**src/hw/rtl/epsc_pkg.sv**
```systemverilog
// Shared types, constants and helper functions for the encoder PI speed controller.
// No dependencies; used by epsc_ctrl, epsc_dp and encoder_pi_speed_controller.
`timescale 1ns / 1ps

package epsc_pkg;

    // Stream payload widths
    localparam int IN_DATA_W  = 32;   // encoder_count, target_speed
    localparam int OUT_DATA_W = 56;   // pwm_compare, direction_cw, measured_speed, pad

    // Config port
    localparam int CFG_IDX_W  = 3;
    localparam int CFG_DATA_W = 24;

    localparam logic [CFG_IDX_W-1:0] CFG_PWM_PERIOD    = 3'd0;
    localparam logic [CFG_IDX_W-1:0] CFG_SPEED_COEF    = 3'd1;
    localparam logic [CFG_IDX_W-1:0] CFG_PROP_GAIN     = 3'd2;
    localparam logic [CFG_IDX_W-1:0] CFG_INTEGRAL_GAIN = 3'd3;
    localparam logic [CFG_IDX_W-1:0] CFG_DUTY_DIVISOR  = 3'd4;

    localparam logic [15:0] RST_PWM_PERIOD    = 16'd65535;
    localparam logic [19:0] RST_SPEED_COEF    = 20'd107233;
    localparam logic [7:0]  RST_PROP_GAIN     = 8'd3;
    localparam logic [23:0] RST_INTEGRAL_GAIN = 24'd39322;
    localparam logic [7:0]  RST_DUTY_DIVISOR  = 8'd13;

    // Item kinds on tuser
    localparam logic KIND_TICK   = 1'b0;
    localparam logic KIND_TARGET = 1'b1;

    // Datapath widths
    localparam int ERR_W   = 33;             // target - speed, negated when w_neg is set in epsc_dp
    localparam int MA_W    = 33;             // multiplier operand A (signed)
    localparam int MB_W    = 25;             // multiplier operand B (signed)
    localparam int PROD_W  = MA_W + MB_W;    // full product
    localparam int QUO_W   = PROD_W - 16;    // product / 2^16
    localparam int SUM_W   = QUO_W + 1;      // accumulate before saturation
    localparam int FRAC_W  = 8;              // duty numerator, 0..divisor

    // Compare divider: 16 quotient bits, two per cycle
    localparam int DIV_Q_W       = 16;
    localparam int DIV_BITS_STEP = 2;
    localparam int DIV_STEPS     = DIV_Q_W / DIV_BITS_STEP;
    localparam int DIV_CNT_W     = $clog2(DIV_STEPS);

    typedef struct packed {
        logic [15:0] pwm_period;
        logic [19:0] speed_coef;
        logic [7:0]  prop_gain;
        logic [23:0] integral_gain;
        logic [7:0]  duty_divisor;
    } t_cfg;

    typedef enum logic [3:0] {
        S_IDLE,
        S_TGT,
        S_MUL_SPD,
        S_SPD,
        S_ERR,
        S_MUL_INT,
        S_INT,
        S_FRAC,
        S_MUL_SCL,
        S_DIV_LD,
        S_DIV,
        S_DONE
    } t_state;

    typedef enum logic [1:0] {
        MUL_SPEED,
        MUL_INTEG,
        MUL_PROP,
        MUL_SCALE
    } t_mul_sel;

    typedef struct packed {
        logic     load;       // latch input item
        logic     mul_en;     // register multiplier product
        t_mul_sel mul_sel;
        logic     last_en;    // update last encoder count
        logic     speed_en;
        logic     err_en;
        logic     integ_en;
        logic     frac_en;
        logic     div_start;
        logic     div_step;
        logic     tgt_en;
        logic     out_load;   // push result into output register
    } t_cmd;

    typedef struct packed {
        logic div_last;       // final divider step this cycle
        logic out_free;       // output register can take a result
    } t_sts;

    // Drop 16 fraction bits, rounding toward zero
    function automatic logic signed [QUO_W-1:0] trunc_q16(input logic signed [PROD_W-1:0] p);
        logic signed [QUO_W-1:0] q;
        logic                    adj;
        q   = p[PROD_W-1:16];
        adj = p[PROD_W-1] & (|p[15:0]);
        return q + QUO_W'(adj);
    endfunction

    // Saturate to 32-bit signed
    function automatic logic signed [31:0] sat32(input logic signed [SUM_W-1:0] v);
        logic signed [31:0] r;
        if (!v[SUM_W-1] && (|v[SUM_W-2:31])) begin
            r = 32'sh7FFF_FFFF;
        end else if (v[SUM_W-1] && !(&v[SUM_W-2:31])) begin
            r = 32'sh8000_0000;
        end else begin
            r = v[31:0];
        end
        return r;
    endfunction

endpackage

```
**src/hw/rtl/epsc_ctrl.sv**
```systemverilog
// Sequencer for the encoder PI speed controller: walks one item through the datapath.
// Depends on epsc_pkg (state, command and status types).
`timescale 1ns / 1ps

module epsc_ctrl (
    input  logic             i_clk,
    input  logic             i_rst_n,
    input  logic             i_in_valid,
    input  logic             i_in_kind,
    output logic             o_in_ready,
    input  epsc_pkg::t_sts   i_sts,
    output epsc_pkg::t_cmd   o_cmd
);

    epsc_pkg::t_state r_state;
    epsc_pkg::t_state n_state;

    always_ff @(posedge i_clk) begin
        if (!i_rst_n) begin
            r_state <= epsc_pkg::S_IDLE;
        end else begin
            r_state <= n_state;
        end
    end

    always_comb begin
        n_state       = r_state;
        o_in_ready    = 1'b0;
        o_cmd         = '0;
        o_cmd.mul_sel = epsc_pkg::MUL_SPEED;
        unique case (r_state)
            epsc_pkg::S_IDLE: begin
                o_in_ready = 1'b1;
                if (i_in_valid) begin
                    o_cmd.load = 1'b1;
                    n_state    = (i_in_kind == epsc_pkg::KIND_TARGET) ?
                                 epsc_pkg::S_TGT : epsc_pkg::S_MUL_SPD;
                end
            end
            epsc_pkg::S_TGT: begin
                o_cmd.tgt_en = 1'b1;
                n_state      = epsc_pkg::S_DONE;
            end
            epsc_pkg::S_MUL_SPD: begin
                o_cmd.mul_en  = 1'b1;
                o_cmd.mul_sel = epsc_pkg::MUL_SPEED;
                o_cmd.last_en = 1'b1;
                n_state       = epsc_pkg::S_SPD;
            end
            epsc_pkg::S_SPD: begin
                o_cmd.speed_en = 1'b1;
                n_state        = epsc_pkg::S_ERR;
            end
            epsc_pkg::S_ERR: begin
                o_cmd.err_en = 1'b1;
                n_state      = epsc_pkg::S_MUL_INT;
            end
            epsc_pkg::S_MUL_INT: begin
                o_cmd.mul_en  = 1'b1;
                o_cmd.mul_sel = epsc_pkg::MUL_INTEG;
                n_state       = epsc_pkg::S_INT;
            end
            epsc_pkg::S_INT: begin
                // integral reads the old product while kp*err is captured
                o_cmd.integ_en = 1'b1;
                o_cmd.mul_en   = 1'b1;
                o_cmd.mul_sel  = epsc_pkg::MUL_PROP;
                n_state        = epsc_pkg::S_FRAC;
            end
            epsc_pkg::S_FRAC: begin
                o_cmd.frac_en = 1'b1;
                n_state       = epsc_pkg::S_MUL_SCL;
            end
            epsc_pkg::S_MUL_SCL: begin
                o_cmd.mul_en  = 1'b1;
                o_cmd.mul_sel = epsc_pkg::MUL_SCALE;
                n_state       = epsc_pkg::S_DIV_LD;
            end
            epsc_pkg::S_DIV_LD: begin
                o_cmd.div_start = 1'b1;
                n_state         = epsc_pkg::S_DIV;
            end
            epsc_pkg::S_DIV: begin
                o_cmd.div_step = 1'b1;
                if (i_sts.div_last) begin
                    n_state = epsc_pkg::S_DONE;
                end
            end
            epsc_pkg::S_DONE: begin
                if (i_sts.out_free) begin
                    o_cmd.out_load = 1'b1;
                    n_state        = epsc_pkg::S_IDLE;
                end
            end
            default: begin
                n_state = epsc_pkg::S_IDLE;
            end
        endcase
    end

endmodule

```
**config.mk**
```make
export PLATFORM = sky130hd
export DESIGN_NAME = epsc_ctrl
export DESIGN_NICKNAME = d
export VERILOG_FILES = /design/src/hw/rtl/epsc_pkg.sv /design/src/hw/rtl/epsc_ctrl.sv
export SDC_FILE = /design/constraint.sdc
export NUM_CORES = 1
export LEC_CHECK = 0
export ABC_CLOCK_PERIOD_IN_PS = 2800
export BUFFER_PORTS_ARGS = -buffer_cell sky130_fd_sc_hd__buf_2
export CORE_AREA = 8 8 45 47
export CTS_CLUSTER_DIAMETER = 100
export DETAILED_ROUTE_END_ITERATION = 8
export DIE_AREA = 0 0 53 55
export GPL_TIMING_DRIVEN = 0
export PLACE_DENSITY = 0.57
export SLEW_MARGIN = 15
export SYNTH_ARGS = -nofsm -noshare
export SYNTH_HDL_FRONTEND = slang
export SYNTH_SLANG_ARGS = --single-unit
```
**constraint.sdc**
```tcl
create_clock -name i_clk -period 2.8 [get_ports i_clk]
set_input_delay 0.14 -clock i_clk [delete_from_list [all_inputs] [get_ports i_clk]]
set_output_delay 0.14 -clock i_clk [all_outputs]
set_load 0.05 [all_outputs]
```
==> flow_summary.ini <==
[clocking]
worst_path_clk_slew_ns = 0.04
cts-hold-fix-buffers = 0
postCtsSetupBuffers = 0
cts_max_level = 1
cts.sinks = 4
cts_tree = yes
ctsLongestPathBuffers = 2
cts_inserted_buffers = 3
cts_root_buffer = sky130_fd_sc_hd__clkbuf_4
worstSkewPairLatency_ns = 0.23
postCtsResizedCells = 0

[floorplanning]
placementRows = 14
placeableCoreArea_um2 = 1384
floorplan.initialDensity_pct = 29.84
die_width_um = 53
die_h_um = 55
top_level_ports = 20
fp.dieArea_um2 = 2915

[synthesis]
yosys.area_share.simple_pct = 47.58
synth_area_per_cell_um2 = 6.660
synth_top_family_by_area = simple AND/OR/NAND/NOR gates
yosysTopAreaCellShare_pct = 19.39
synth_mux_area_share_pct = 4.848
ys_top_cells_by_area = sky130_fd_sc_hd__dfxtp_1, sky130_fd_sc_hd__nor2_1, sky130_fd_sc_hd__nor3_1
ys_seq_area_share_pct = 19.39
synth_xor_area_share_pct = 2.121
synth_fp_nets = 68
compound_gate_portion_of_the_synthesized_area_pct = 16.97
synth_fa_ha_area_share_pct = 0
syn-instance-count = 62
yosys_register_bits = 4
synth_area_um2 = 412.9
yosys.cell_types.count = 27
synthDominantAreaCellType = sky130_fd_sc_hd__dfxtp_1
synthesis.yosys.warnings = 0

[sta]
timing.max_slew.rel_slack_pct = 70.67
grt_setup_unrepaired = false
finalHoldViolCount = 0
finalSetupTns_ns = 0
finalSetupViolations = 0
worst_pin_slew_ns = 0.4359
slew_violations = 0
finClkSkew_ns = 0.003352
layout_min_cycle_time_ns = 1.664
fmax_ghz = 0.6010
post-route-period-util_pct = 59.42

[cells_and_area]
largest_register_ff_count = 4
antenna_cells = 0
multi_input_combinational_cell_area_um2 = 295.3
largestRegisters = r_state x4
layout.filler_cells = 161
largest-register = r_state
seq_area_um2 = 80.08
finalNetCount = 92
drive_gt1_share_pct = 34.52
area_growth_pct = 33.33

[min_path]
worst_hold_path_type = in -> reg
whs_path_depth = 3

[global_route]
grt_pass1_wl_um = 1780
grt_pass1_vias = 411
grt_use_total_pct = 8.192
gr-total-overflow = 0
grt_start_max_net_pins = 11
antenna_found_initial = 0

[route]
detail_route.iter0.violations = 13
avgViaCountPerCell = 4.770
routed-via-count = 477
drt_drc_violations_left = 0
detail_route.first_pass.iterations = 4
wl_per_cell_um = 11.97
postRouteWirelength_um = 1197
detail-route-antenna-nets = 0

[setup_path]
critical_path.reg2reg.endpoint = r_state[1]$_SDFFE_PN0P_
cpLargestDelayFamily = simple AND/OR/NAND/NOR gates
crit_top_cell = sky130_fd_sc_hd__buf_2
worstPathBufferInverterCount = 2
setup.reg_to_reg.worst_slack_ns = 1.52
crit_path_slowest_cell = sky130_fd_sc_hd__nor4_1
path_depth = 4
crit_path_cell_trace = buf_2, nor4_1, and2_1, buf_2
r2r-start = r_state[3]$_SDFFE_PN0P_
timing.critical_path.from = r_state[0]$_SDFFE_PN0P_
required_ns = 2.66
critPathKind = reg -> out
end_kind = output pin
cp_slowest_stage_delay_ns = 0.42
endpoint = o_cmd[12]
crit_arrival_ns = 1.52
crit_path_start_kind = flip-flop
worstRegToRegCells = 4
timing.critical_path.fanout_max = 9

[placed_design]
place.gp.congestion = 0.7853
portBuffers = 19
hpwl_um = 945.5

[job]
cap_violations = 0

[status]
status = complete, no violations
cell type report:
cell class / instances / share of cell area, %
Timing Repair Buffer: 19 / 17.27
Multi-Input combinational cell: 52 / 53.64
Buffer: 5 / 6.136
Tap cell: 16 / 3.636
Clock buffer: 3 / 4.091
Sequential cell: 4 / 14.55
Inverter: 1 / 0.6818
worst min path at each step:
| stage | start | endpoint | slack (ns) |
|---|---|---|---|
| floorplan | i_rst_n | r_state[0]$_SDFFE_PN0P_ | 0.25 |
| global placement | i_in_kind | r_state[0]$_SDFFE_PN0P_ | 0.45 |
| detailed placement | i_in_kind | r_state[0]$_SDFFE_PN0P_ | 0.45 |
| CTS | i_in_kind | r_state[0]$_SDFFE_PN0P_ | 0.21 |
| global route | i_in_kind | r_state[0]$_SDFFE_PN0P_ | 0.22 |
| finish | i_in_kind | r_state[0]$_SDFFE_PN0P_ | 0.22 |
synth_stat cells:
library cell	instances
sky130_fd_sc_hd__buf_6	1
sky130_fd_sc_hd__o21ai_1	2
sky130_fd_sc_hd__and2_1	1
sky130_fd_sc_hd__nor2_1	9
sky130_fd_sc_hd__nor4_1	1
sky130_fd_sc_hd__nand2b_1	4
sky130_fd_sc_hd__nor3b_1	1
sky130_fd_sc_hd__buf_2	3
sky130_fd_sc_hd__or2b_1	1
sky130_fd_sc_hd__o22a_1	1
sky130_fd_sc_hd__buf_4	1
sky130_fd_sc_hd__a21oi_1	2
sky130_fd_sc_hd__nor3_1	6
sky130_fd_sc_hd__o21ai_0	5
sky130_fd_sc_hd__nand2_1	6
sky130_fd_sc_hd__a22oi_1	1
sky130_fd_sc_hd__mux2i_1	2
sky130_fd_sc_hd__nor2b_1	2
sky130_fd_sc_hd__xor2_1	1
sky130_fd_sc_hd__or2_2	1
sky130_fd_sc_hd__and3b_1	1
sky130_fd_sc_hd__o31a_1	1
sky130_fd_sc_hd__nand4_1	2
sky130_fd_sc_hd__inv_1	1
sky130_fd_sc_hd__nand2_4	1
sky130_fd_sc_hd__dfxtp_1	4
sky130_fd_sc_hd__and3_1	1
through the flow:
stage               std cells  cell area (µm²)  hold WS, ns  util, %  setup slack, ns
finish                    100            550.5       0.2180    39.78            1.136
global route              100            550.5       0.2232    39.78            1.037
CTS                       100            550.5       0.2054    39.78            1.098
detailed placement         97            528.0       0.4481    38.16            1.356
global placement           97            528.0       0.4477    38.16            1.348
floorplan                  62            412.9       0.2546        -          0.01276
routing by layer:
layer	vias to the layer above	global-route usage (%)	routed length [µm]
li1	257	-	-
met1	207	9.863	568
met2	13	12.50	525
met3	0	2.406	103
met4	0	5.172	0
met5	-	0	0
worst reg2reg max path: cells and delay by family (launching register included):
family,cells,cell delay [ns]
AO/OA/AOI/OAI,2,0.42
flip-flops,1,0.36
multiplexers,1,0.22
AND/OR/NAND/NOR,1,0.20
logic make-up after synthesis:
logic type,count (synthesis)
multiplexers,2
flip-flops,4
XOR/XNOR,1
AND/OR/NAND/NOR,37
buffers and inverters,6
AO/OA/AOI/OAI,12
cells in the final DEF (no fill, tap or decap), drive strengths merged, types with 2 or more instances in the layout:
cell,n
a21oi,2
nand2,7
dfxtp,4
o21ai,7
nor2,9
buf,24
nand2b,4
nor2b,2
nand4,2
mux2i,2
nor3,6
clkbuf,3
Power is not shown: default switching activity piles up to over one toggle a cycle in this logic, so the estimate is an artifact.
